### src/hw/rtl/ztest_blend_pixel_unit_top_macros.svh
// Assertion macros for the z-tested blend pixel unit.
// Used by ztest_blend_pixel_unit_top; expects clk and rst_n in scope.
`ifndef ZTEST_BLEND_PIXEL_UNIT_TOP_MACROS_SVH
`define ZTEST_BLEND_PIXEL_UNIT_TOP_MACROS_SVH

// antecedent implies consequent in the same cycle
`define ZTBP_ASSERT_NOW(label, ante, cons, msg) \
  label: assert property (@(posedge clk) disable iff (!rst_n) (ante) |-> (cons)) \
    else $error(msg);

// antecedent implies consequent in the next cycle
`define ZTBP_ASSERT_NEXT(label, ante, cons, msg) \
  label: assert property (@(posedge clk) disable iff (!rst_n) (ante) |=> (cons)) \
    else $error(msg);

`endif

### src/hw/rtl/ztbp_pkg.sv
// Shared types and constants for the z-tested blend pixel unit.
// No dependencies.
`default_nettype none

package ztbp_pkg;

  localparam int unsigned NUM_CH    = 3;
  localparam int unsigned CH_W      = 8;
  localparam int unsigned DEPTH_W   = 16;
  localparam int unsigned ZFIX_W    = 32;
  localparam int unsigned TERM_W    = 16;
  localparam int unsigned CFG_IDX_W = 3;
  localparam int unsigned CFG_DAT_W = 16;
  localparam int unsigned Q_DEPTH   = 2;
  localparam int unsigned Q_PTR_W   = $clog2(Q_DEPTH);
  localparam int unsigned Q_CNT_W   = $clog2(Q_DEPTH + 1);

  localparam logic [CH_W-1:0] ALPHA_MAX = 8'd255;

  localparam logic [CFG_IDX_W-1:0] CFG_DRAW_MODE   = 3'd0;
  localparam logic [CFG_IDX_W-1:0] CFG_BLEND_ALPHA = 3'd1;
  localparam logic [CFG_IDX_W-1:0] CFG_CONST_CH0   = 3'd2;
  localparam logic [CFG_IDX_W-1:0] CFG_CONST_CH1   = 3'd3;
  localparam logic [CFG_IDX_W-1:0] CFG_CONST_CH2   = 3'd4;

  localparam logic [1:0] MODE_OPAQUE = 2'd0;
  localparam logic [1:0] MODE_BLEND  = 2'd1;
  localparam logic [1:0] MODE_CONST  = 2'd2;
  localparam logic [1:0] MODE_ALPHA  = 2'd3;

  typedef enum logic [1:0] {
    OP_KEEP  = 2'd0,
    OP_COPY  = 2'd1,
    OP_MIX   = 2'd2,
    OP_CONST = 2'd3
  } op_t;

  typedef struct packed {
    logic [1:0]                    draw_mode;
    logic [CH_W-1:0]               blend_alpha;
    logic [NUM_CH-1:0][TERM_W-1:0] const_term;
  } cfg_t;

  typedef struct packed {
    op_t                         op;
    logic [CH_W-1:0]             wgt;
    logic [NUM_CH-1:0][CH_W-1:0] dest;
    logic [NUM_CH-1:0][CH_W-1:0] tex;
    logic [DEPTH_W-1:0]          z;
  } q_entry_t;

  typedef struct packed {
    logic full;
    logic empty;
  } q_status_t;

endpackage

`default_nettype wire

### src/hw/rtl/ztest_blend_pixel_unit_top.sv
// Z-tested blend pixel unit, top level: config registers, front, queue, back.
// Depends on ztbp_pkg, ztbp_front, ztbp_queue, ztbp_back and the macros header.
//
// Takes one pixel request per clock and returns one result per request, in order.
// The depth test and mode choice (with the alpha-test coverage product) happen on
// entry; a two-entry queue decouples that from the per-channel blend multipliers,
// which feed the output register. out_valid rises once an accepted request has
// passed the queue and the output register; sustained rate is one pixel per
// cycle while out_stall stays low. A stalled output holds its result while the
// queue absorbs up to two more requests before in_stall rises. Configuration
// writes take effect at once and must only be issued while the unit is idle.
`default_nettype none
`include "ztest_blend_pixel_unit_top_macros.svh"

module ztest_blend_pixel_unit_top
  import ztbp_pkg::*;
(
  input  wire  logic                  clk,
  input  wire  logic                  rst_n,
  input  wire  logic                  cfg_we,
  input  wire  logic [CFG_IDX_W-1:0]  cfg_index,
  input  wire  logic [CFG_DAT_W-1:0]  cfg_wdata,
  input  wire  logic                  in_valid,
  output logic                        in_stall,
  input  wire  logic [ZFIX_W-1:0]     in_depth_fixed,
  input  wire  logic [DEPTH_W-1:0]    in_stored_depth,
  input  wire  logic [CH_W-1:0]       in_dest_ch0,
  input  wire  logic [CH_W-1:0]       in_dest_ch1,
  input  wire  logic [CH_W-1:0]       in_dest_ch2,
  input  wire  logic [CH_W-1:0]       in_texel_b0,
  input  wire  logic [CH_W-1:0]       in_texel_b1,
  input  wire  logic [CH_W-1:0]       in_texel_b2,
  input  wire  logic [CH_W-1:0]       in_texel_alpha,
  output logic                        out_valid,
  input  wire  logic                  out_stall,
  output logic                        out_color_write,
  output logic [CH_W-1:0]             out_ch0,
  output logic [CH_W-1:0]             out_ch1,
  output logic [CH_W-1:0]             out_ch2,
  output logic                        out_depth_write,
  output logic [DEPTH_W-1:0]          out_depth
);

  cfg_t      cfg_r, cfg_nxt;
  q_status_t q_status;
  q_entry_t  q_wdata, q_rdata;
  logic      q_push, q_pop;
  logic [NUM_CH-1:0][CH_W-1:0] in_dest, in_tex, out_ch;

  always_comb begin
    cfg_nxt = cfg_r;
    if (cfg_we) begin
      case (cfg_index)
        CFG_DRAW_MODE:   cfg_nxt.draw_mode     = cfg_wdata[1:0];
        CFG_BLEND_ALPHA: cfg_nxt.blend_alpha   = cfg_wdata[CH_W-1:0];
        CFG_CONST_CH0:   cfg_nxt.const_term[0] = cfg_wdata[TERM_W-1:0];
        CFG_CONST_CH1:   cfg_nxt.const_term[1] = cfg_wdata[TERM_W-1:0];
        CFG_CONST_CH2:   cfg_nxt.const_term[2] = cfg_wdata[TERM_W-1:0];
        default:         cfg_nxt = cfg_r;
      endcase
    end
  end

  always_ff @(posedge clk) begin
    if (!rst_n) begin
      cfg_r <= '{draw_mode: MODE_OPAQUE, blend_alpha: ALPHA_MAX, const_term: '0};
    end else begin
      cfg_r <= cfg_nxt;
    end
  end

  // texel bytes land swizzled: b2 to byte 0, b0 to byte 2
  assign in_dest = {in_dest_ch2, in_dest_ch1, in_dest_ch0};
  assign in_tex  = {in_texel_b0, in_texel_b1, in_texel_b2};

  ztbp_front u_front (
    .cfg             (cfg_r),
    .in_valid        (in_valid),
    .in_stall        (in_stall),
    .in_depth_fixed  (in_depth_fixed),
    .in_stored_depth (in_stored_depth),
    .in_dest         (in_dest),
    .in_tex          (in_tex),
    .in_texel_alpha  (in_texel_alpha),
    .q_status        (q_status),
    .q_push          (q_push),
    .q_wdata         (q_wdata)
  );

  ztbp_queue u_queue (
    .clk    (clk),
    .rst_n  (rst_n),
    .push   (q_push),
    .wdata  (q_wdata),
    .pop    (q_pop),
    .rdata  (q_rdata),
    .status (q_status)
  );

  ztbp_back u_back (
    .clk             (clk),
    .rst_n           (rst_n),
    .cfg             (cfg_r),
    .q_status        (q_status),
    .q_rdata         (q_rdata),
    .q_pop           (q_pop),
    .out_valid       (out_valid),
    .out_stall       (out_stall),
    .out_color_write (out_color_write),
    .out_ch          (out_ch),
    .out_depth_write (out_depth_write),
    .out_depth       (out_depth)
  );

  assign out_ch0 = out_ch[0];
  assign out_ch1 = out_ch[1];
  assign out_ch2 = out_ch[2];

  `ZTBP_ASSERT_NOW(a_depth_implies_color, out_valid && out_depth_write, out_color_write,
                   "depth write without colour write")
  `ZTBP_ASSERT_NOW(a_no_push_when_full, q_push, !q_status.full, "queue push while full")
  `ZTBP_ASSERT_NOW(a_no_pop_when_empty, q_pop, !q_status.empty, "queue pop while empty")
  `ZTBP_ASSERT_NEXT(a_pop_fills_output, q_pop, out_valid, "popped request not presented")

endmodule

`default_nettype wire

### src/hw/rtl/ztbp_front.sv
// Front end: depth test and mode classification of each incoming pixel.
// Depends on ztbp_pkg.
`default_nettype none

module ztbp_front
  import ztbp_pkg::*;
(
  input  wire  cfg_t                cfg,
  input  wire  logic                in_valid,
  output logic                      in_stall,
  input  wire  logic [ZFIX_W-1:0]   in_depth_fixed,
  input  wire  logic [DEPTH_W-1:0]  in_stored_depth,
  input  wire  logic [NUM_CH-1:0][CH_W-1:0] in_dest,
  input  wire  logic [NUM_CH-1:0][CH_W-1:0] in_tex,
  input  wire  logic [CH_W-1:0]     in_texel_alpha,
  input  wire  q_status_t           q_status,
  output logic                      q_push,
  output q_entry_t                  q_wdata
);

  logic [DEPTH_W-1:0]  z;
  logic                pass;
  logic [2*CH_W-1:0]   alpha_prod;
  logic [CH_W-1:0]     local_alpha;

  assign z           = in_depth_fixed[ZFIX_W-1 -: DEPTH_W];
  assign pass        = $signed(in_stored_depth) <= $signed(z);
  assign alpha_prod  = in_texel_alpha * cfg.blend_alpha;
  assign local_alpha = alpha_prod[2*CH_W-1 -: CH_W];

  assign in_stall = q_status.full;
  assign q_push   = in_valid && !q_status.full;

  always_comb begin
    q_wdata      = '0;
    q_wdata.dest = in_dest;
    q_wdata.tex  = in_tex;
    q_wdata.z    = z;
    q_wdata.op   = OP_KEEP;
    q_wdata.wgt  = cfg.blend_alpha;
    if (pass) begin
      case (cfg.draw_mode)
        MODE_OPAQUE: q_wdata.op = OP_COPY;
        MODE_BLEND:  q_wdata.op = OP_MIX;
        MODE_CONST:  q_wdata.op = OP_CONST;
        MODE_ALPHA: begin
          // zero coverage leaves the pixel untouched
          if (in_texel_alpha != '0) begin
            q_wdata.op  = OP_MIX;
            q_wdata.wgt = local_alpha;
          end
        end
        default: q_wdata.op = OP_KEEP;
      endcase
    end
  end

endmodule

`default_nettype wire

### src/hw/rtl/ztbp_queue.sv
// Short request queue between front and back ends.
// Depends on ztbp_pkg.
`default_nettype none

module ztbp_queue
  import ztbp_pkg::*;
(
  input  wire  logic  clk,
  input  wire  logic  rst_n,
  input  wire  logic  push,
  input  wire  q_entry_t wdata,
  input  wire  logic  pop,
  output q_entry_t    rdata,
  output q_status_t   status
);

  q_entry_t             mem_r [Q_DEPTH];
  logic [Q_PTR_W-1:0]   wr_ptr_r, wr_ptr_nxt;
  logic [Q_PTR_W-1:0]   rd_ptr_r, rd_ptr_nxt;
  logic [Q_CNT_W-1:0]   cnt_r, cnt_nxt;

  assign status.full  = cnt_r == Q_CNT_W'(Q_DEPTH);
  assign status.empty = cnt_r == '0;
  assign rdata        = mem_r[rd_ptr_r];

  always_comb begin
    wr_ptr_nxt = wr_ptr_r;
    rd_ptr_nxt = rd_ptr_r;
    cnt_nxt    = cnt_r;
    if (push) begin
      wr_ptr_nxt = (wr_ptr_r == Q_PTR_W'(Q_DEPTH - 1)) ? '0 : wr_ptr_r + 1'b1;
    end
    if (pop) begin
      rd_ptr_nxt = (rd_ptr_r == Q_PTR_W'(Q_DEPTH - 1)) ? '0 : rd_ptr_r + 1'b1;
    end
    if (push && !pop) begin
      cnt_nxt = cnt_r + 1'b1;
    end else if (pop && !push) begin
      cnt_nxt = cnt_r - 1'b1;
    end
  end

  always_ff @(posedge clk) begin
    if (!rst_n) begin
      wr_ptr_r <= '0;
      rd_ptr_r <= '0;
      cnt_r    <= '0;
    end else begin
      wr_ptr_r <= wr_ptr_nxt;
      rd_ptr_r <= rd_ptr_nxt;
      cnt_r    <= cnt_nxt;
    end
  end

  always_ff @(posedge clk) begin
    if (push) begin
      mem_r[wr_ptr_r] <= wdata;
    end
  end

endmodule

`default_nettype wire

### src/hw/rtl/ztbp_back.sv
// Back end: per-channel weighted mix and the output register.
// Depends on ztbp_pkg.
`default_nettype none

module ztbp_back
  import ztbp_pkg::*;
(
  input  wire  logic                clk,
  input  wire  logic                rst_n,
  input  wire  cfg_t                cfg,
  input  wire  q_status_t           q_status,
  input  wire  q_entry_t            q_rdata,
  output logic                      q_pop,
  output logic                      out_valid,
  input  wire  logic                out_stall,
  output logic                      out_color_write,
  output logic [NUM_CH-1:0][CH_W-1:0] out_ch,
  output logic                      out_depth_write,
  output logic [DEPTH_W-1:0]        out_depth
);

  logic [CH_W-1:0]     inv_wgt;
  logic [2*CH_W-1:0]   mul_d [NUM_CH];
  logic [2*CH_W-1:0]   mul_t [NUM_CH];
  logic [2*CH_W-1:0]   addend [NUM_CH];
  logic [2*CH_W:0]     sum [NUM_CH];
  logic [NUM_CH-1:0][CH_W-1:0] ch_nxt;

  logic                        out_valid_r, out_valid_nxt;
  logic                        color_write_r;
  logic                        depth_write_r;
  logic [NUM_CH-1:0][CH_W-1:0] ch_r;
  logic [DEPTH_W-1:0]          depth_r;

  assign q_pop         = !q_status.empty && (!out_valid_r || !out_stall);
  assign out_valid_nxt = q_pop || (out_valid_r && out_stall);
  assign inv_wgt       = ALPHA_MAX - q_rdata.wgt;

  always_comb begin
    for (int i = 0; i < NUM_CH; i++) begin
      mul_d[i]  = q_rdata.dest[i] * inv_wgt;
      mul_t[i]  = q_rdata.tex[i] * q_rdata.wgt;
      addend[i] = (q_rdata.op == OP_CONST) ? cfg.const_term[i] : mul_t[i];
      sum[i]    = {1'b0, mul_d[i]} + {1'b0, addend[i]};
      case (q_rdata.op)
        OP_COPY:  ch_nxt[i] = q_rdata.tex[i];
        OP_MIX:   ch_nxt[i] = sum[i][2*CH_W-1 -: CH_W];
        OP_CONST: ch_nxt[i] = sum[i][2*CH_W-1 -: CH_W];
        default:  ch_nxt[i] = q_rdata.dest[i];
      endcase
    end
  end

  always_ff @(posedge clk) begin
    if (!rst_n) begin
      out_valid_r <= 1'b0;
    end else begin
      out_valid_r <= out_valid_nxt;
    end
  end

  always_ff @(posedge clk) begin
    if (q_pop) begin
      color_write_r <= q_rdata.op != OP_KEEP;
      depth_write_r <= q_rdata.op == OP_COPY;
      ch_r          <= ch_nxt;
      depth_r       <= q_rdata.z;
    end
  end

  assign out_valid       = out_valid_r;
  assign out_color_write = color_write_r;
  assign out_depth_write = depth_write_r;
  assign out_ch          = ch_r;
  assign out_depth       = depth_r;

endmodule

`default_nettype wire

### config.mk
export PLATFORM = sky130hd
export DESIGN_NAME = ztest_blend_pixel_unit_top
export DESIGN_NICKNAME = d
export VERILOG_FILES = /design/src/hw/rtl/ztbp_pkg.sv /design/src/hw/rtl/ztest_blend_pixel_unit_top.sv /design/src/hw/rtl/ztbp_front.sv /design/src/hw/rtl/ztbp_queue.sv /design/src/hw/rtl/ztbp_back.sv
export VERILOG_INCLUDE_DIRS = /design/src /design/src/hw/rtl
export SDC_FILE = /design/constraint.sdc
export NUM_CORES = 1
export LEC_CHECK = 0
export BUFFER_PORTS_ARGS = -buffer_cell sky130_fd_sc_hd__buf_4
export CAP_MARGIN = 40
export CORE_MARGIN = 5
export CORE_UTILIZATION = 30
export DETAILED_ROUTE_END_ITERATION = 16
export MAX_ROUTING_LAYER = met4
export SKIP_LAST_GASP = 1
export SLEW_MARGIN = 20
export SYNTH_ARGS = -nofsm -noshare
export SYNTH_HDL_FRONTEND = slang
export SYNTH_SLANG_ARGS = --single-unit
### constraint.sdc
create_clock -name clk -period 9 [get_ports clk]
set_input_delay 2.7 -clock clk [delete_from_list [all_inputs] [get_ports clk]]
set_output_delay 2.7 -clock clk [all_outputs]
set_load 0.005 [all_outputs]
## After elaboration in Yosys (flattened, before gate mapping)

Memory sizes are Yosys's and may differ from the RTL's. A register that Yosys moved wholly into a read port is not among the register bits.
Cells that the tools add are included.

| word-level totals | value |
|---|---|
| memories kept | 1 |
| bits in writable memories | 148 |
| logic and storage cells | 86 |
| register bits | 105 |
| bits of input ports | 128 |

Memory list:

| memory | depth | width | rd ports | clocked after Yosys merged registers in | write ports | line | text |
|---|---|---|---|---|---|---|---|
| u_queue.mem_r | 2 | 74 | 1 | 1 | 1 | ztbp_queue.sv:17 | `q_entry_t mem_r [Q_DEPTH];` |

| operators by class | value |
|---|---|
| magnitude comparators | 1 |
| reduce and logical (&&, ||, !) cells | 25 |
| $add $sub $neg | 8 |
| multiplexer cells | 18 |
| multipliers | 7 |
| eq/ne operators | 11 |

Operator list:

| cell | count |
|---|---|
| multiplier 8 x 8 -> 16 bit | 7 |
| adder 16 bit | 3 |
| two-way mux 16 bit | 3 |
| one-hot mux 8 bit (2 select lines) | 3 |
| two-way mux 10 bit | 2 |
| <= comparator 16 bit | 1 |
| equality test 2 bit (second input constant) | 5 |
| AND reduction 2 bit | 5 |
| two-way mux 8 bit | 1 |
| one-hot mux 2 bit (4 select lines) | 1 |
| nonzero test 8 bit | 1 |
| subtractor 8 bit (first input constant) | 1 |
| equality test 3 x 2 -> 1 bit (second input constant) | 2 |
| zero test 1 bit | 6 |
| two-way mux 1 bit | 6 |
| logical AND 1 bit | 5 |
| equality test 2 x 1 -> 1 bit (second input constant) | 2 |
| zero test 2 bit | 2 |
| two-way mux 2 bit | 2 |
| nonzero test 2 bit | 2 |
| equality test 3 x 1 -> 1 bit (second input constant) | 1 |
| equality test 3 bit (second input constant) | 1 |
| zero test 3 bit | 1 |
| adder 1 bit (second input constant) | 2 |
| other kinds (4) | 5 |

## Depth between registers and ports, before layout

| depth | value |
|---|---|
| depth after elaboration | 7 |
| gate-level depth with buffers | 35 |
| mapped depth without buffers | 31 |

## Cells and area by module

A second synthesis with hierarchy kept.

| unflattened totals | value |
|---|---|
| cell total of the unflattened synthesis | 2592 |
| area total of the unflattened synthesis | 26335.3 um^2 |

By module, submodules not included:

| module | cells an instance | seq. area each (um^2) | instances | area an instance (um^2) |
|---|---|---|---|---|
| ztbp_back | 1755 | 1281.2 | 1 | 15506.1 |
| ztbp_queue | 252 | 4544.4 | 1 | 5576.6 |
| ztbp_front | 366 | 0.0 | 1 | 3007.9 |
| ztest_blend_pixel_unit_top | 219 | 1161.1 | 1 | 2244.7 |

## Worst setup path after synthesis

Ideal clock, no wire load.

| timing | value |
|---|---|
| kind | register to register |
| start | register (tool-made name) |
| end | register u_back.ch_r, in the netlist u_back.out_ch[15], data pin |
| required time | 8732 ps |
| slack | 177 ps |
| setup time | 268 ps |
| period minus slack after synthesis | 8823 ps |
| arrival time | 8555 ps |
| buffers on the path | 4 |
| stages on the path, launching flop included | 32 |
| cells stage by stage | dfxtp_1 > buf_6 > buf_2 > buf_1 > mux2i_1 > clkbuf_1 > nor2_1 > fa_1 > fa_1 > inv_1 > fa_1 > fa_1 > inv_1 > ha_1 > o21a_1 > o31a_1 > a211oi_1 > a21oi_1 > fa_1 > fa_1 > inv_1 > fa_1 > fa_1 > ha_1 > and2_1 > a21boi_0 > a311o_1 > a21o_1 > o41ai_2 > xnor2_1 > a211oi_1 > o31ai_2 |

RTL lines:

| element | line | text |
|---|---|---|
| end signal, assigned | ztbp_back.sv:66 | `ch_r <= ch_nxt;` |
| end, declared | ztbp_back.sv:32 | `logic [NUM_CH-1:0][CH_W-1:0] ch_r;` |

==> out/summary.txt <==
Status - completed
Remaining DRCs - 0
Number of port buffers - 155
Arrival time of the worst setup path - 8.98 ns
Layout fillers - 8518
CTS sink count - 254
Clk root buf - clkbuf_16
Clock latency at the later pin of the worst-skew pair - 0.54 ns
Site row count - 106
Critical-path top delay cell - fa_1
Initial DRT Pass Iterations - 5
Final Net Count - 3513
Max-cap viol count - 0
Final setup fails - 0
CTS tree - done
Element type at the critical path start - flip-flop
Cell area after synthesis - 25250 um2
Post-synth EDFFs - 190
Via count - 18710
Drt first-iter violations - 1006
Async SR Flop Fraction - 0%
Initial antenna violation count - 5
Worst slew pin tran - 0.7187 ns
Setup TNS - 0 ns
M1 wire length - 32360 um
Final slew viol count - 0
Delay of the slowest critical-path stage - 0.55 ns
Post-route ant nets - 0
Yosys top cell by area - fa_1
Longest Clk Path Bufs - 3
Final GP Congestion - 0.8801
I/O pin count - 172
Die width - 300.1 um
Ys flop type - edfxtp_1
CP endpoint kind - flip-flop
Fin Clk Skew - 0.02612 ns
Post-synth top area share - 22.99%
Wirelength per Cell - 18.67 um
Area Growth Syn to Fin - 19.53%
Remaining Overflow, GRT - 0
Final Cycle Share - 96.53%
Sequential share of the synthesized area - 27.67%
Max Freq - 115.1 MHz
Core area - 83560 um2
Number of buffers created by CTS - 36
Met2 wire len - 35410 um
Reg clk slew, reported paths - 0.06 ns
WP data required - 9.29 ns
Hold buffer count at CTS - 0
Die height - 300.1 um
Hold_ws - 0.4675 ns
Rel. slew slack - 50.72%
Cells after Synth - 2585
Final Hold Viols - 0
Synthesized flop and latch total - 254
First-pass GRT wire length - 113600 um
Largest net degree at the start of global routing - 65
Synth warn - 0
All-Layer GR Usage - 16.79%
Synth cell types - 57
Hold Path Class - reg -> reg
Post-DP HPWL - 58330 um
Detailed Route WL - 73810 um
Commonest cells in the netlist - inv_1, nand2_1, fa_1, nor2_1, ha_1
Syn_area_per_cell - 9.767 um2
CP Class - reg -> reg
Die area - 90060 um2
DR top layer - met4
Initial Util - 30.22%
DR WL met3 - 4005 um
Vias per cell - 4.731
Most area-consuming cells after synthesis - fa_1, edfxtp_1, ha_1
CP dominant cell by count - fa_1
Ratio of cells with drive above 1 in the final layout - 16.79%
Syn_nets - 3254
Crit Path Max Fanout - 5
Fin crit period - 8.688 ns
Vias in the first global route - 19550
Top-count cell post-synth - inv_1
CTS H-tree depth - 2
## area by class of cell
| class | instances | area [um2] | share of cell area (%) |
|---|---|---|---|
| antenna | 4 | 10.01 | 0.03317 |
| clock buffer | 44 | 993.5 | 3.292 |
| clock inverter | 20 | 197.7 | 0.6551 |
| inverter | 455 | 1708 | 5.659 |
| multi-input combinational | 1790 | 16430 | 54.43 |
| sequential | 254 | 6990 | 23.16 |
| tap | 1080 | 1351 | 4.478 |
| timing repair buffer | 307 | 2500 | 8.284 |
## state kept, by name, summed over array words and instances (netlist names), named ones only
signal	cells
u_back.out_depth	16
u_back.out_ch	24
u_queue.cnt_r	2
u_queue.wr_ptr_r	1
u_back.out_color_write	1
u_queue.mem_r	148
u_back.out_valid	1
u_back.out_depth_write	1
u_queue.rd_ptr_r	1
cfg_r	58
## routing by layer
| layer | global-route usage, % | vias up |
|---|---|---|
| met5 | - | - |
| met4 | 4.502 | 0 |
| met3 | 2.693 | 105 |
| met2 | 27.89 | 445 |
| met1 | 21.49 | 9295 |
| li1 | - | 8863 |
## metrics by stage
stage / util [%] / cell area, um2 / cells / worst slack [ns]
global placement: 34.35 / 28700 / 3874 / -0.04002
floorplan: - / 25250 / 2585 / 0.1773
finish: 36.12 / 30180 / 3954 / 0.3121
CTS: 35.90 / 30000 / 3944 / 0.03853
detailed placement: 34.45 / 28780 / 3879 / -0.09057
global route: 36.12 / 30180 / 3954 / -0.004953
## path summary, 6_finish.rpt
kind | startpoint | cells after the start | slack [ns] | endpoint
min reg2reg | cfg_r[8] | 2 | 0.47 | cfg_r[8]
max | flip-flop | 29 | 0.31 | u_back.out_ch[23]
min | cfg_r[8] | 2 | 0.47 | cfg_r[8]
max reg2reg | flip-flop | 29 | 0.31 | u_back.out_ch[23]
## repair_timing
item                                    4_1_cts  5_1_grt
buffers inserted                              1        4
resized for setup                             0       20
endpoints found under the setup margin        4       11
gates cloned                                  0        1
pin swaps                                     0        2
## placed cells by master (no fill, tap or decap), drive strengths merged, types with 24 or more instances in the layout
cell,synthesis,routed
inv,455,457
nand2,340,340
buf,17,305
fa,290,290
nor2,276,276
ha,251,251
edfxtp,190,190
mux2i,86,86
dfxtp,64,64
mux2,60,60
a21boi,53,53
clkbuf,69,46
and2,41,41
xnor2,37,37
o21ai,37,37
a21oi,35,35
nor3,29,29
nand3,25,25
nand2b,24,24
## cells by family after synthesis
family | synth area share, %
compound gates | 7.052
xor+xnor | 2.012
fa+ha+maj | 35.43
buf+inv | 8.093
flops | 27.67
mux | 6.234
simple gates | 13.50
## critical path, delay by kind of cell (launching register included)
kind            cells  cell delay (ns)
buf+inv             5             0.51
simple gates        2             0.24
flops               1             0.41
compound gates     10             2.09
fa+ha+maj          10             4.56
xor+xnor            1             0.20
mux                 1             0.43
Power is left out: the tool's default activity adds up to more than one toggle a clock period on the data nets, which glitch-free logic cannot reach.
